## src/swd_pkg.sv

```systemverilog
// shared types and constants of the stream word deleter
package swd_pkg;

  localparam int unsigned PatternMaxDef = 8;
  localparam int unsigned CharW         = 8;
  localparam int unsigned LenW          = 4;
  localparam int unsigned PatW          = 64;

  // configuration register indexes
  typedef enum logic [0:0] {
    REG_PATTERN_CHARS  = 1'b0,
    REG_PATTERN_LENGTH = 1'b1
  } cfg_reg_e;

  // per-cycle command to every window cell
  typedef struct packed {
    logic pre_shift;   // take the neighbour's stored character before the compare
    logic post_shift;  // take the neighbour's compared character after the compare
    logic load;        // take the incoming text character
  } cell_cmd_t;

  // one result of the filtered text
  typedef struct packed {
    logic [CharW-1:0] ch;
    logic             valid;
    logic             done;
  } result_t;

endpackage

```

## src/swd_cell.sv

```systemverilog
// one window cell: holds a character, compares it and passes it to its neighbour
module swd_cell (
  input  logic                       clk_i,
  input  swd_pkg::cell_cmd_t         cmd_i,
  input  logic [swd_pkg::CharW-1:0]  new_char_i,
  input  logic [swd_pkg::CharW-1:0]  nb_char_i,
  input  logic [swd_pkg::CharW-1:0]  nb_view_i,
  input  logic [swd_pkg::CharW-1:0]  pat_char_i,
  input  logic                       in_word_i,
  output logic [swd_pkg::CharW-1:0]  char_o,
  output logic [swd_pkg::CharW-1:0]  view_o,
  output logic                       hit_o
);

  logic [swd_pkg::CharW-1:0] char_q, char_d;

  // character seen by the compare in this cycle
  always_comb begin
    priority if (cmd_i.load) begin
      view_o = new_char_i;
    end else if (cmd_i.pre_shift) begin
      view_o = nb_char_i;
    end else begin
      view_o = char_q;
    end
  end

  assign hit_o  = !in_word_i || (view_o == pat_char_i);
  assign char_d = cmd_i.post_shift ? nb_view_i : view_o;
  assign char_o = char_q;

  always_ff @(posedge clk_i) begin
    char_q <= char_d;
  end

endmodule

```

## src/swd_out_q.sv

```systemverilog
// two-entry result queue between the window and the output channel
module swd_out_q (
  input  logic              clk_i,
  input  logic              rst_ni,
  input  logic              push_i,
  input  swd_pkg::result_t  push_data_i,
  output logic              full_o,
  output logic              out_valid_o,
  input  logic              out_stall_i,
  output swd_pkg::result_t  head_o
);

  swd_pkg::result_t entry_q [2];
  logic [1:0] cnt_q, cnt_d;
  logic       wr_ptr_q, rd_ptr_q;
  logic       pop;

  assign out_valid_o = (cnt_q != 2'd0);
  assign full_o      = (cnt_q == 2'd2);
  assign pop         = out_valid_o && !out_stall_i;
  assign head_o      = entry_q[rd_ptr_q];

  always_comb begin
    cnt_d = cnt_q;
    if (push_i && !pop) begin
      cnt_d = cnt_q + 2'd1;
    end else if (pop && !push_i) begin
      cnt_d = cnt_q - 2'd1;
    end
  end

  always_ff @(posedge clk_i or negedge rst_ni) begin
    if (!rst_ni) begin
      cnt_q    <= 2'd0;
      wr_ptr_q <= 1'b0;
      rd_ptr_q <= 1'b0;
    end else begin
      cnt_q <= cnt_d;
      if (push_i) begin
        wr_ptr_q <= !wr_ptr_q;
      end
      if (pop) begin
        rd_ptr_q <= !rd_ptr_q;
      end
    end
  end

  always_ff @(posedge clk_i) begin
    if (push_i) begin
      entry_q[wr_ptr_q] <= push_data_i;
    end
  end

endmodule

```

## src/stream_word_deleter_top.sv

```systemverilog
// top level of the stream word deleter: window cell chain, control and result queue
//
//   channel   direction  handshake               payload
//   in        request    in_valid_i / in_stall_o   text_char_i, end_of_text_i
//   out       result     out_valid_o / out_stall_i out_char_o, char_valid_o, text_done_o
//   cfg       write      cfg_we_i                  cfg_index_i, cfg_data_i
//
// one request per cycle in steady state while the result queue has room; a request passes through a holding register
// and the cell chain, and its result is registered in the result queue before it reaches the output
// the end of a text drains the window one character per cycle while the result queue has room,
// and a shortened word drains the surplus characters the same way before the new one
// the two-entry result queue lets requests keep flowing while one result waits
// reset empties the window and sets the word to one zero byte; no clearing pass is needed
// a full result queue halts the window; input stall rises while a held request is not consumed
module stream_word_deleter_top #(
  parameter int unsigned PATTERN_MAX = swd_pkg::PatternMaxDef
) (
  input  logic                       clk_i,
  input  logic                       rst_ni,
  // text requests
  input  logic                       in_valid_i,
  output logic                       in_stall_o,
  input  logic [swd_pkg::CharW-1:0]  text_char_i,
  input  logic                       end_of_text_i,
  // results
  output logic                       out_valid_o,
  input  logic                       out_stall_i,
  output logic [swd_pkg::CharW-1:0]  out_char_o,
  output logic                       char_valid_o,
  output logic                       text_done_o,
  // configuration
  input  logic                       cfg_we_i,
  input  logic [0:0]                 cfg_index_i,
  input  logic [swd_pkg::PatW-1:0]   cfg_data_i
);

  localparam int unsigned FillW = $clog2(PATTERN_MAX + 1);
  localparam logic [swd_pkg::LenW-1:0] LenMax = swd_pkg::LenW'(PATTERN_MAX);

  // where the incoming character enters the window
  typedef enum logic [1:0] {
    LOAD_NONE,
    LOAD_AT_TOP,
    LOAD_AT_FILL
  } load_sel_e;

  // configuration registers
  logic [swd_pkg::PatW-1:0] pat_chars_q;
  logic [swd_pkg::LenW-1:0] pat_len_q;
  logic [swd_pkg::LenW-1:0] len;

  // control state
  logic [FillW-1:0] fill_q, fill_d;
  logic             flush_q, flush_d;
  logic             popx_q, popx_d;
  logic             px_last_q, px_last_d;
  logic             pend_valid_q, pend_valid_d;
  logic [swd_pkg::CharW-1:0] pend_char_q;
  logic             pend_last_q;

  logic [swd_pkg::LenW-1:0] fill_w, fill_inc;
  logic             go, consume, accept, match;
  logic             pre_shift, post_shift;
  load_sel_e        load_sel;
  logic             push, q_full;
  swd_pkg::result_t push_data, head;
  swd_pkg::cell_cmd_t cell_cmd [PATTERN_MAX];

  logic [swd_pkg::CharW-1:0] cell_char [PATTERN_MAX];
  logic [swd_pkg::CharW-1:0] cell_view [PATTERN_MAX];
  logic [PATTERN_MAX-1:0]    cell_hit;

  // configuration writes
  always_ff @(posedge clk_i or negedge rst_ni) begin
    if (!rst_ni) begin
      pat_chars_q <= '0;
      pat_len_q   <= swd_pkg::LenW'(1);
    end else if (cfg_we_i) begin
      unique case (swd_pkg::cfg_reg_e'(cfg_index_i))
        swd_pkg::REG_PATTERN_CHARS:  pat_chars_q <= cfg_data_i;
        swd_pkg::REG_PATTERN_LENGTH: pat_len_q   <= cfg_data_i[swd_pkg::LenW-1:0];
        default: ;
      endcase
    end
  end

  // effective word length, zero taken as one and clipped to the window size
  always_comb begin
    priority if (pat_len_q == '0) begin
      len = swd_pkg::LenW'(1);
    end else if (pat_len_q > LenMax) begin
      len = LenMax;
    end else begin
      len = pat_len_q;
    end
  end

  assign fill_w   = swd_pkg::LenW'(fill_q);
  assign fill_inc = fill_w + swd_pkg::LenW'(1);
  assign go       = !q_full;
  assign match    = &cell_hit;

  // cell chain: cell 0 holds the oldest pending character
  for (genvar k = 0; k < PATTERN_MAX; k++) begin : g_cell
    logic [swd_pkg::CharW-1:0] nb_char, nb_view;
    logic                      load_here;

    if (k == PATTERN_MAX - 1) begin : g_end
      assign nb_char = '0;
      assign nb_view = '0;
    end else begin : g_mid
      assign nb_char = cell_char[k+1];
      assign nb_view = cell_view[k+1];
    end

    always_comb begin
      unique case (load_sel)
        LOAD_AT_TOP:  load_here = (swd_pkg::LenW'(k) == len - swd_pkg::LenW'(1));
        LOAD_AT_FILL: load_here = (swd_pkg::LenW'(k) == fill_w);
        default:      load_here = 1'b0;
      endcase
    end

    assign cell_cmd[k] = '{pre_shift: pre_shift, post_shift: post_shift, load: load_here};

    swd_cell u_cell (
      .clk_i      (clk_i),
      .cmd_i      (cell_cmd[k]),
      .new_char_i (pend_char_q),
      .nb_char_i  (nb_char),
      .nb_view_i  (nb_view),
      .pat_char_i (pat_chars_q[swd_pkg::CharW*k +: swd_pkg::CharW]),
      .in_word_i  (swd_pkg::LenW'(k) < len),
      .char_o     (cell_char[k]),
      .view_o     (cell_view[k]),
      .hit_o      (cell_hit[k])
    );
  end

  // one window operation per cycle while the result queue is not full
  always_comb begin
    fill_d     = fill_q;
    flush_d    = flush_q;
    popx_d     = popx_q;
    px_last_d  = px_last_q;
    pre_shift  = 1'b0;
    post_shift = 1'b0;
    load_sel   = LOAD_NONE;
    push       = 1'b0;
    push_data  = '{ch: cell_char[0], valid: 1'b1, done: 1'b0};
    consume    = 1'b0;

    if (go) begin
      priority if (flush_q) begin
        // end of text: drain the window, last character carries the end mark
        pre_shift      = 1'b1;
        push           = 1'b1;
        push_data.done = (fill_w == swd_pkg::LenW'(1));
        fill_d         = fill_q - FillW'(1);
        flush_d        = (fill_w != swd_pkg::LenW'(1));
      end else if (popx_q) begin
        // full window that failed the compare: pass on its oldest character
        pre_shift      = 1'b1;
        push           = 1'b1;
        push_data.done = px_last_q && (fill_w == swd_pkg::LenW'(1));
        fill_d         = fill_q - FillW'(1);
        popx_d         = 1'b0;
        flush_d        = px_last_q && (fill_w > swd_pkg::LenW'(1));
      end else if (pend_valid_q) begin
        priority if (fill_w > len) begin
          // word shortened: surplus characters leave first
          pre_shift = 1'b1;
          push      = 1'b1;
          fill_d    = fill_q - FillW'(1);
        end else if (fill_w == len) begin
          // oldest leaves and the new character enters at the top in one go
          consume        = 1'b1;
          pre_shift      = 1'b1;
          load_sel       = LOAD_AT_TOP;
          push           = 1'b1;
          if (match) begin
            fill_d         = '0;
            push_data.done = pend_last_q;
          end else begin
            popx_d    = 1'b1;
            px_last_d = pend_last_q;
          end
        end else begin
          // ordinary case: append; once the word length is reached, drop the word or pass on the oldest
          consume  = 1'b1;
          load_sel = LOAD_AT_FILL;
          if (fill_inc == len) begin
            if (match) begin
              fill_d = '0;
              if (pend_last_q) begin
                push      = 1'b1;
                push_data = '{ch: '0, valid: 1'b0, done: 1'b1};
              end
            end else begin
              post_shift     = 1'b1;
              push           = 1'b1;
              push_data.ch   = cell_view[0];
              push_data.done = pend_last_q && (len == swd_pkg::LenW'(1));
              fill_d         = FillW'(len - swd_pkg::LenW'(1));
              flush_d        = pend_last_q && (len != swd_pkg::LenW'(1));
            end
          end else begin
            fill_d  = FillW'(fill_inc);
            flush_d = pend_last_q;
          end
        end
      end
    end
  end

  // holding register for the request being worked on
  assign in_stall_o   = pend_valid_q && !consume;
  assign accept       = in_valid_i && !in_stall_o;
  assign pend_valid_d = accept || (pend_valid_q && !consume);

  always_ff @(posedge clk_i or negedge rst_ni) begin
    if (!rst_ni) begin
      fill_q       <= '0;
      flush_q      <= 1'b0;
      popx_q       <= 1'b0;
      px_last_q    <= 1'b0;
      pend_valid_q <= 1'b0;
    end else begin
      fill_q       <= fill_d;
      flush_q      <= flush_d;
      popx_q       <= popx_d;
      px_last_q    <= px_last_d;
      pend_valid_q <= pend_valid_d;
    end
  end

  always_ff @(posedge clk_i) begin
    if (accept) begin
      pend_char_q <= text_char_i;
      pend_last_q <= end_of_text_i;
    end
  end

  swd_out_q u_out_q (
    .clk_i       (clk_i),
    .rst_ni      (rst_ni),
    .push_i      (push),
    .push_data_i (push_data),
    .full_o      (q_full),
    .out_valid_o (out_valid_o),
    .out_stall_i (out_stall_i),
    .head_o      (head)
  );

  assign out_char_o   = head.ch;
  assign char_valid_o = head.valid;
  assign text_done_o  = head.done;

`ifndef NO_ASSERTIONS
  a_drain_modes_excl: assert property (@(posedge clk_i) disable iff (!rst_ni)
    !(flush_q && popx_q))
    else $error("flush and extra pop active together");

  a_fill_bound: assert property (@(posedge clk_i) disable iff (!rst_ni)
    fill_w <= LenMax)
    else $error("window fill beyond window size");

  a_flush_nonempty: assert property (@(posedge clk_i) disable iff (!rst_ni)
    flush_q |-> (fill_q != '0))
    else $error("flush running on an empty window");

  a_no_queue_overrun: assert property (@(posedge clk_i) disable iff (!rst_ni)
    push |-> !q_full)
    else $error("result pushed into a full queue");

  a_drain_holds_input: assert property (@(posedge clk_i) disable iff (!rst_ni)
    (pend_valid_q && (flush_q || popx_q)) |-> in_stall_o)
    else $error("request taken while the window drains");
`endif

endmodule
```

## config.mk

```make
export PLATFORM = sky130hd
export DESIGN_NAME = stream_word_deleter_top
export DESIGN_NICKNAME = d
export VERILOG_FILES = /design/src/swd_pkg.sv /design/src/swd_cell.sv /design/src/swd_out_q.sv /design/src/stream_word_deleter_top.sv
export SDC_FILE = /design/constraint.sdc
export NUM_CORES = 1
export LEC_CHECK = 0
export BUFFER_PORTS_ARGS = -buffer_cell sky130_fd_sc_hd__buf_2
export CORE_MARGIN = 8
export CORE_UTILIZATION = 54
export CTS_BUF_LIST = sky130_fd_sc_hd__clkbuf_4 sky130_fd_sc_hd__clkbuf_8
export DETAILED_ROUTE_END_ITERATION = 7
export GPL_TIMING_DRIVEN = 0
export PLACE_DENSITY = 0.88
export SLEW_MARGIN = 20
export SYNTH_ARGS = -nofsm -noshare
export SYNTH_HDL_FRONTEND = slang
export SYNTH_SLANG_ARGS = --single-unit
```

## constraint.sdc

```tcl
create_clock -name clk_i -period 5.8 [get_ports clk_i]
set_clock_uncertainty 0.05 [all_clocks]
set_input_delay 1.45 -clock clk_i [delete_from_list [all_inputs] [get_ports clk_i]]
set_output_delay 1.45 -clock clk_i [all_outputs]
set_load 0.02 [all_outputs]
```

==> key figures, run 1 <==
Outcome
  • Status: completed

Layout
  • FF+latch area: 4160 sq um
  • Fillers: 1161
  • End-of-flow core utilization: 66.4%
  • Share of cells above drive strength 1: 38.5%
  • Synthesis-to-layout area growth: 21.0%
  • Post-Layout Cell Count: 1115
  • Multi-input logic area: 5180 sq um
  • Final net count: 977
  • Number of diodes: 0

Route
  • Post-route ant nets: 0
  • DRC Markers: 0
  • Vias per Instance: 5.91
  • Drt total wl: 23.4 mm
  • Via count: 6595
  • Drt wl/cell: 21.0 um
  • Drt first pass iters: 5
  • Initial DRC count: 623

Floorplanning
  • Die H: 145 um
  • DIE WIDTH: 145 um
  • Initial Util: 54.9%
  • Core box area: 16500 sq um
  • I/O pins: 91
  • FP Rows: 47
  • Area of the die: 21100 sq um

STA
  • Final Hold Fails: 0
  • Slew Limit Fails: 0
  • Endpoints failing setup: 0
  • PnR worst setup slack: 0.146 ns
  • Fmax: 0.177 GHz
  • Slew HR: 27.7%
  • Final min period: 5.65 ns
  • Worst slew pin tran: 1.08 ns
  • Final critical-path share of the clock period: 97.5%

Synthesis
  • Synthesized area per cell: 11.8 sq um
  • Net count after synthesis: 858
  • Yosys warnings: 0
  • Ys async rst share: 46.2%
  • Top_reg_cell synth: dfrtp_1
  • Post-Syn Instances: 763
  • EDFF count, synth: 29
  • Synthesis-stage register bit count: 173
  • Yosys cell types: 59
  • Cell Area, Synth: 9040 sq um
  • Seq/Total Area, Yosys: 46.0%

Global routing
  • Initial antenna violation count: 0
  • Largest net degree at the start of global routing: 42
  • GRT overflow: 0
  • Global-route wire length before repair: 34.9 mm
  • Vias in the first global route: 6678
  • Total track usage: 20.6%

Placed design
  • Placer Congestion: 0.883
  • Post-place setup slack: -1.16 ns
  • Post-DP HPWL: 16.0 mm
  • # placed instances: 1074
  • Port Buffers: 90

Clock network
  • CTS Buf Count: 17
  • Clock root buffer: clkbuf_8
  • Clk Latency, worst-skew pair: 0.48 ns
  • H-tree depth: 4
  • CTS Buffer Depth: 2
  • Cts hold-fix bufs: 0
  • Num Clock Sinks: 173
  • CTS clk-pin slew, worst paths: 0.09 ns
  • CTS tree: yes

Worst setup path
  • Crit. End Element: flip-flop
  • Critical-path cell list: o21ba_2, nor2_2, ha_1, and4_1, buf_2, nor3_2, a31oi_1, buf_2, mux2_1, mux2i_1, xor2_1, nand4_1, nor4_4, a22oi_2, a2111oi_4, buf_6, or2_1, buf_2, buf_4, o22ai_1
  • CP startpoint kind: flip-flop
  • Slowest stage cell, crit path: a31oi_1
  • Crit path required time: 5.94 ns
  • WP data arrival: 5.79 ns
  • Max FO, Critical Path: 10
  • Most used cell, CP: buf_2
  • R2r worst-path depth: 20
  • Max incr delay on CP: 0.56 ns
  • WS Path Type: flip-flop to flip-flop

Pwr
  • Leakage: 4.49 nW
  • Pwr Density: 487 nW/um^2
  • Worst vdd ir: 281 uV

Worst hold path
  • Hold depth: 1
  • Hold WC Path Type: flip-flop to flip-flop

Run
  • Max Cap Viol: 0
==> flip-flops by register name, indices dropped and copies added (netlist names), 2 cells and up <==
signal / flops
g_cell.u_cell.char_o: 64
pat_chars_q: 64
u_out_q.entry_q: 20
pend_char_q: 8
fill_q: 4
pat_len_q: 4
u_out_q.cnt_q: 2
==> final timing paths <==
kind | start | to | slack, ns
min in group asynchronous | rst_ni | pat_chars_q[60] | 0.90
setup reg to reg | pat_len_q[2] | u_out_q.entry_q[0][3] | 0.15
hold reg to reg | u_out_q.cnt_q[1] | u_out_q.cnt_q[1] | 0.45
max in group asynchronous | rst_ni | pat_len_q[0] | 4.15
hold / removal | u_out_q.cnt_q[1] | u_out_q.cnt_q[1] | 0.45
setup / recovery | pat_len_q[2] | u_out_q.entry_q[0][3] | 0.15
==> metal layers <==
metal | vias to the layer above | track usage (%) | wire [um]
li1 | 2993 | - | -
met2 | 258 | 33.3 | 11400
met5 | - | 0 | 0
met4 | 0 | 7.18 | 750
met1 | 3289 | 26.7 | 9760
met3 | 55 | 4.73 | 1490
==> critical path, delay by kind of cell, from the launching register on <==
family	cells	cell delay, ns
xor+xnor	1	0.20
simple gates	6	1.10
compound gates	5	1.48
fa+ha+maj	1	0.21
buf+inv	5	1.14
mux	2	0.65
flops	1	0.54
==> cell families after synthesis <==
logic type               Yosys count  share of synthesized area, %
multiplexers                     243                          28.7
XOR/XNOR                          75                          7.27
buffers and inverters             62                          3.13
adder cells (fa/ha/maj)           16                          2.21
AND/OR/NAND/NOR                  113                          6.48
flip-flops                       173                          46.0
AO/OA/AOI/OAI                     81                          6.22
==> synthesized netlist by cell type, drive strengths merged, types with 6 or more instances <==
cell	instances	area share, %
mux2	131	16
mux2i	112	12
dfrtp	79	22
dfxtp	64	14
xor2	61	5.9
nor2	33	1.4
edfxtp	29	9.6
buf	22	1.5
clkbuf	20	0.83
inv	20	0.83
o21ai	20	1.1
nand2	19	0.79
ha	16	2.2
a21oi	14	0.82
nand4	14	0.97
xnor2	14	1.4
a22oi	9	0.75
nand3	9	0.55
o22ai	9	0.62
nand2b	7	0.48
and2	6	0.42
nor3	6	0.39
==> layout by cell type, fill, tap and decap left out, types with 5 or more instances in the layout <==
cell,instances
inv_1,19
nand3b_1,5
ha_1,15
mux2_1,18
buf_4,11
clkbuf_8,17
nand3_1,7
buf_12,6
a21oi_1,11
edfxtp_1,29
clkbuf_1,17
xnor2_1,14
buf_2,103
dfrtp_1,79
mux2i_2,11
xor2_1,61
mux2i_1,71
mux2i_4,30
o21ai_0,17
dfxtp_1,64
o22ai_1,9
a22oi_2,5
nor2_1,29
nand2_1,18
nand2b_1,7
nand4_1,14
mux2_2,113
==> stage by stage <==
| step | hold WS (ns) | TNS (ns) | power [mW] | instance area [sq um] |
|---|---|---|---|---|
| floorplan | 0.398 | 0 | 3.40 | 9040 |
| global placement | 0.419 | -37.94 | 3.91 | 9760 |
| detailed placement | 0.430 | -64.58 | 3.99 | 9790 |
| CTS | 0.445 | 0 | 5.02 | 10400 |
| global route | 0.486 | -0.994 | 5.59 | 10900 |
| finish | 0.453 | 0 | 5.32 | 10900 |
==> final cells by class <==
class	instances	share of cell area (%)
tap	220	2.52
sequential	173	38.0
buffer	41	2.09
inverter	20	0.686
multi-input combinational	528	47.4
clock inverter	13	1.51
clock buffer	19	2.28
timing repair buffer	101	5.50
==> repair_timing <==
| item | CTS | global route |
|---|---|---|
| buffers inserted | 6 | 4 |
| resized for setup | 36 | 85 |
| setup endpoints to repair | 114 | 111 |
| hold endpoints to repair | 0 | 0 |
| pin swaps | 3 | 6 |
==> power breakdown <==
group / internal (mW) / switching (mW) / leakage (nW) / total (mW)
registers: 1.58 / 0.204 / 1.73 / 1.78
logic: 1.12 / 1.52 / 2.55 / 2.64
clock network: 0.440 / 0.461 / 0.214 / 0.901
total: 3.14 / 2.18 / 4.49 / 5.32
(Power assumes the default switching activity.)
==> run 2, diff against run 1 <==
REMOVE_ABC_BUFFERS = 1   (was unset)
==> run 2 against run 1 <==
Compared with the run above: core utilization decreased by 1.2 points; non-clock buffer count decreased by 26; cell area decreased by 1.7%; sequential cell count unchanged; largest power group unchanged; setup slack got worse by 0.087 ns; hold slack got worse by 0.019 ns; critical path type unchanged; die area unchanged; first-iteration DRC count decreased by 21%.
==> key figures, run 2 (synthesis gave the netlist of run 1 again) <==
Outcome
  • Status: completed

Route
  • DRC Markers: 0
  • Drt total wl: 22.0 mm
  • Drt wl/cell: 20.2 um
  • Vias per Instance: 5.87
  • Drt first pass iters: 5
  • Via count: 6392
  • Post-route ant nets: 0
  • Initial DRC count: 491

STA
  • Final critical-path share of the clock period: 99.0%
  • Final Hold Fails: 0
  • Worst slew pin tran: 0.832 ns
  • Slew Limit Fails: 0
  • Fmax: 0.174 GHz
  • Final min period: 5.74 ns
  • Slew HR: 44.4%
  • Endpoints failing setup: 0

Worst setup path
  • CP startpoint kind: flip-flop
  • Crit. End Element: flip-flop
  • Crit path required time: 6.13 ns
  • Max FO, Critical Path: 22
  • WP data arrival: 6.08 ns
  • WS Path Type: flip-flop to flip-flop

Layout
  • FF+latch area: 4160 sq um
  • Design area: 10700 sq um
  • Post-Layout Cell Count: 1089
  • Multi-input logic area: 4960 sq um
  • Fillers: 1170
  • Final net count: 951
  • Commonest non-fill, non-tap cell in the layout: mux2_2
  • Share of cells above drive strength 1: 36.5%
  • Most frequent cells in the layout: mux2_2 (113), buf_2 (89), mux2i_1 (82)
  • Number of diodes: 0
  • Synthesis-to-layout area growth: 18.9%

Global routing
  • GRT overflow: 0
  • Total track usage: 20.2%
  • Vias in the first global route: 6564
  • Global-route wire length before repair: 34.6 mm
  • Initial antenna violation count: 0
  • Largest net degree at the start of global routing: 46

Clock network
  • CTS tree: yes
  • H-tree depth: 4
  • CTS Buffer Depth: 2
  • CTS Buf Count: 17
  • CTS clk-pin slew, worst paths: 0.09 ns
  • Clk Latency, worst-skew pair: 0.47 ns
  • Num Clock Sinks: 173
  • Cts hold-fix bufs: 0
  • Clock root buffer: clkbuf_8

Run
  • Max Cap Viol: 0

Floorplanning
  • FP Rows: 47
  • Core box area: 16500 sq um
  • Area of the die: 21100 sq um
  • I/O pins: 91
  • Die H: 145 um
  • Initial Util: 54.9%
  • DIE WIDTH: 145 um

Pwr
  • Pwr Density: 484 nW/um^2
  • Leakage: 4.51 nW
  • Worst vdd ir: 283 uV

Placed design
  • # placed instances: 1040
  • Area after DPL: 9810 sq um
  • Port Buffers: 90
  • Placer Congestion: 0.872
  • Post-DP HPWL: 15.4 mm

Worst hold path
  • Hold WC Path Type: flip-flop to flip-flop
run 2: cell count changes in the layout (fill, tap and decap cells not counted), sizes merged:
cell    previous run  this run
buf              123       116
clkbuf            38        18
clkinv             5         9
inv               24        21
run 2: through the flow:
| stage | setup TNS [ns] | power, mW | utilization (%) | worst slack [ns] | hold slack, ns |
|---|---|---|---|---|---|
| global route | -1.47 | 5.47 | 65.3 | -0.109 | 0.462 |
| detailed placement | -105.03 | 4.02 | 59.6 | -1.22 | 0.425 |
| floorplan | -239.70 | 3.38 | - | -2.36 | 0.398 |
| global placement | -631.94 | 4.01 | 58.0 | -5.53 | 0.417 |
| CTS | 0 | 4.99 | 63.4 | 0.0118 | 0.442 |
| finish | 0 | 5.20 | 65.3 | 0.0588 | 0.434 |
run 2: final timing paths:
path                             startpoint                         end  slack [ns]  cells after the start
hold / removal             u_out_q.cnt_q[1]            u_out_q.cnt_q[1]        0.43                      1
setup / recovery               pat_len_q[2]  g_cell[2].u_cell.char_o[4]        0.06                     23
min in group asynchronous            rst_ni                     flush_q        0.88                      1
hold reg to reg            u_out_q.cnt_q[1]            u_out_q.cnt_q[1]        0.43                      1
setup reg to reg               pat_len_q[2]  g_cell[2].u_cell.char_o[4]        0.06                     23
max in group asynchronous            rst_ni             pat_chars_q[28]        4.23                      2
run 2: layout make-up:
| class | instances | share of cell area (%) |
|---|---|---|
| tap | 220 | 2.56 |
| clock buffer | 18 | 2.31 |
| inverter | 20 | 0.699 |
| sequential | 173 | 38.7 |
| timing repair buffer | 116 | 8.03 |
| multi-input combinational | 528 | 46.2 |
| clock inverter | 14 | 1.56 |
run 2: what timing repair did:
action	4_1_cts	5_1_grt
pin swaps	5	6
resized for setup	22	48
buffers inserted	12	5
endpoints found under the setup margin	114	105
run 2: layer usage:
metal	global-route usage, %	wire length, um	part of all wire, %	vias up
met1	25.8	9450	43	3160
met4	6.61	602	2.7	0
li1	-	-	-	2947
met3	4.42	1260	5.7	44
met5	0	0	0	-
met2	33.6	10700	49	241
run 2: worst max-delay path, cell delays in order (launching register included):
cell and delay [ns]:
dfrtp_1 0.53, o21ba_2 0.30, nor2_2 0.22, ha_1 0.19, nor2b_1 0.04, o211ai_1 0.24, and2_2 0.25, nand3_1 0.12
inv_1 0.16, ha_4 0.25, nand2b_1 0.14, o21ai_2 0.18, nand3b_1 0.21, buf_12 0.15, mux2i_1 0.35, xor2_1 0.20
nand4_1 0.19, nor4_1 0.32, a32oi_1 0.21, a2111oi_4 0.39, buf_4 0.25, or2_4 0.21, buf_12 0.23, mux2i_1 0.26
run 2: power breakdown:
part           internal, mW  switching (mW)
sequential             1.58           0.310
clock                 0.437           0.450
combinational          1.11            1.31
total                  3.13            2.07
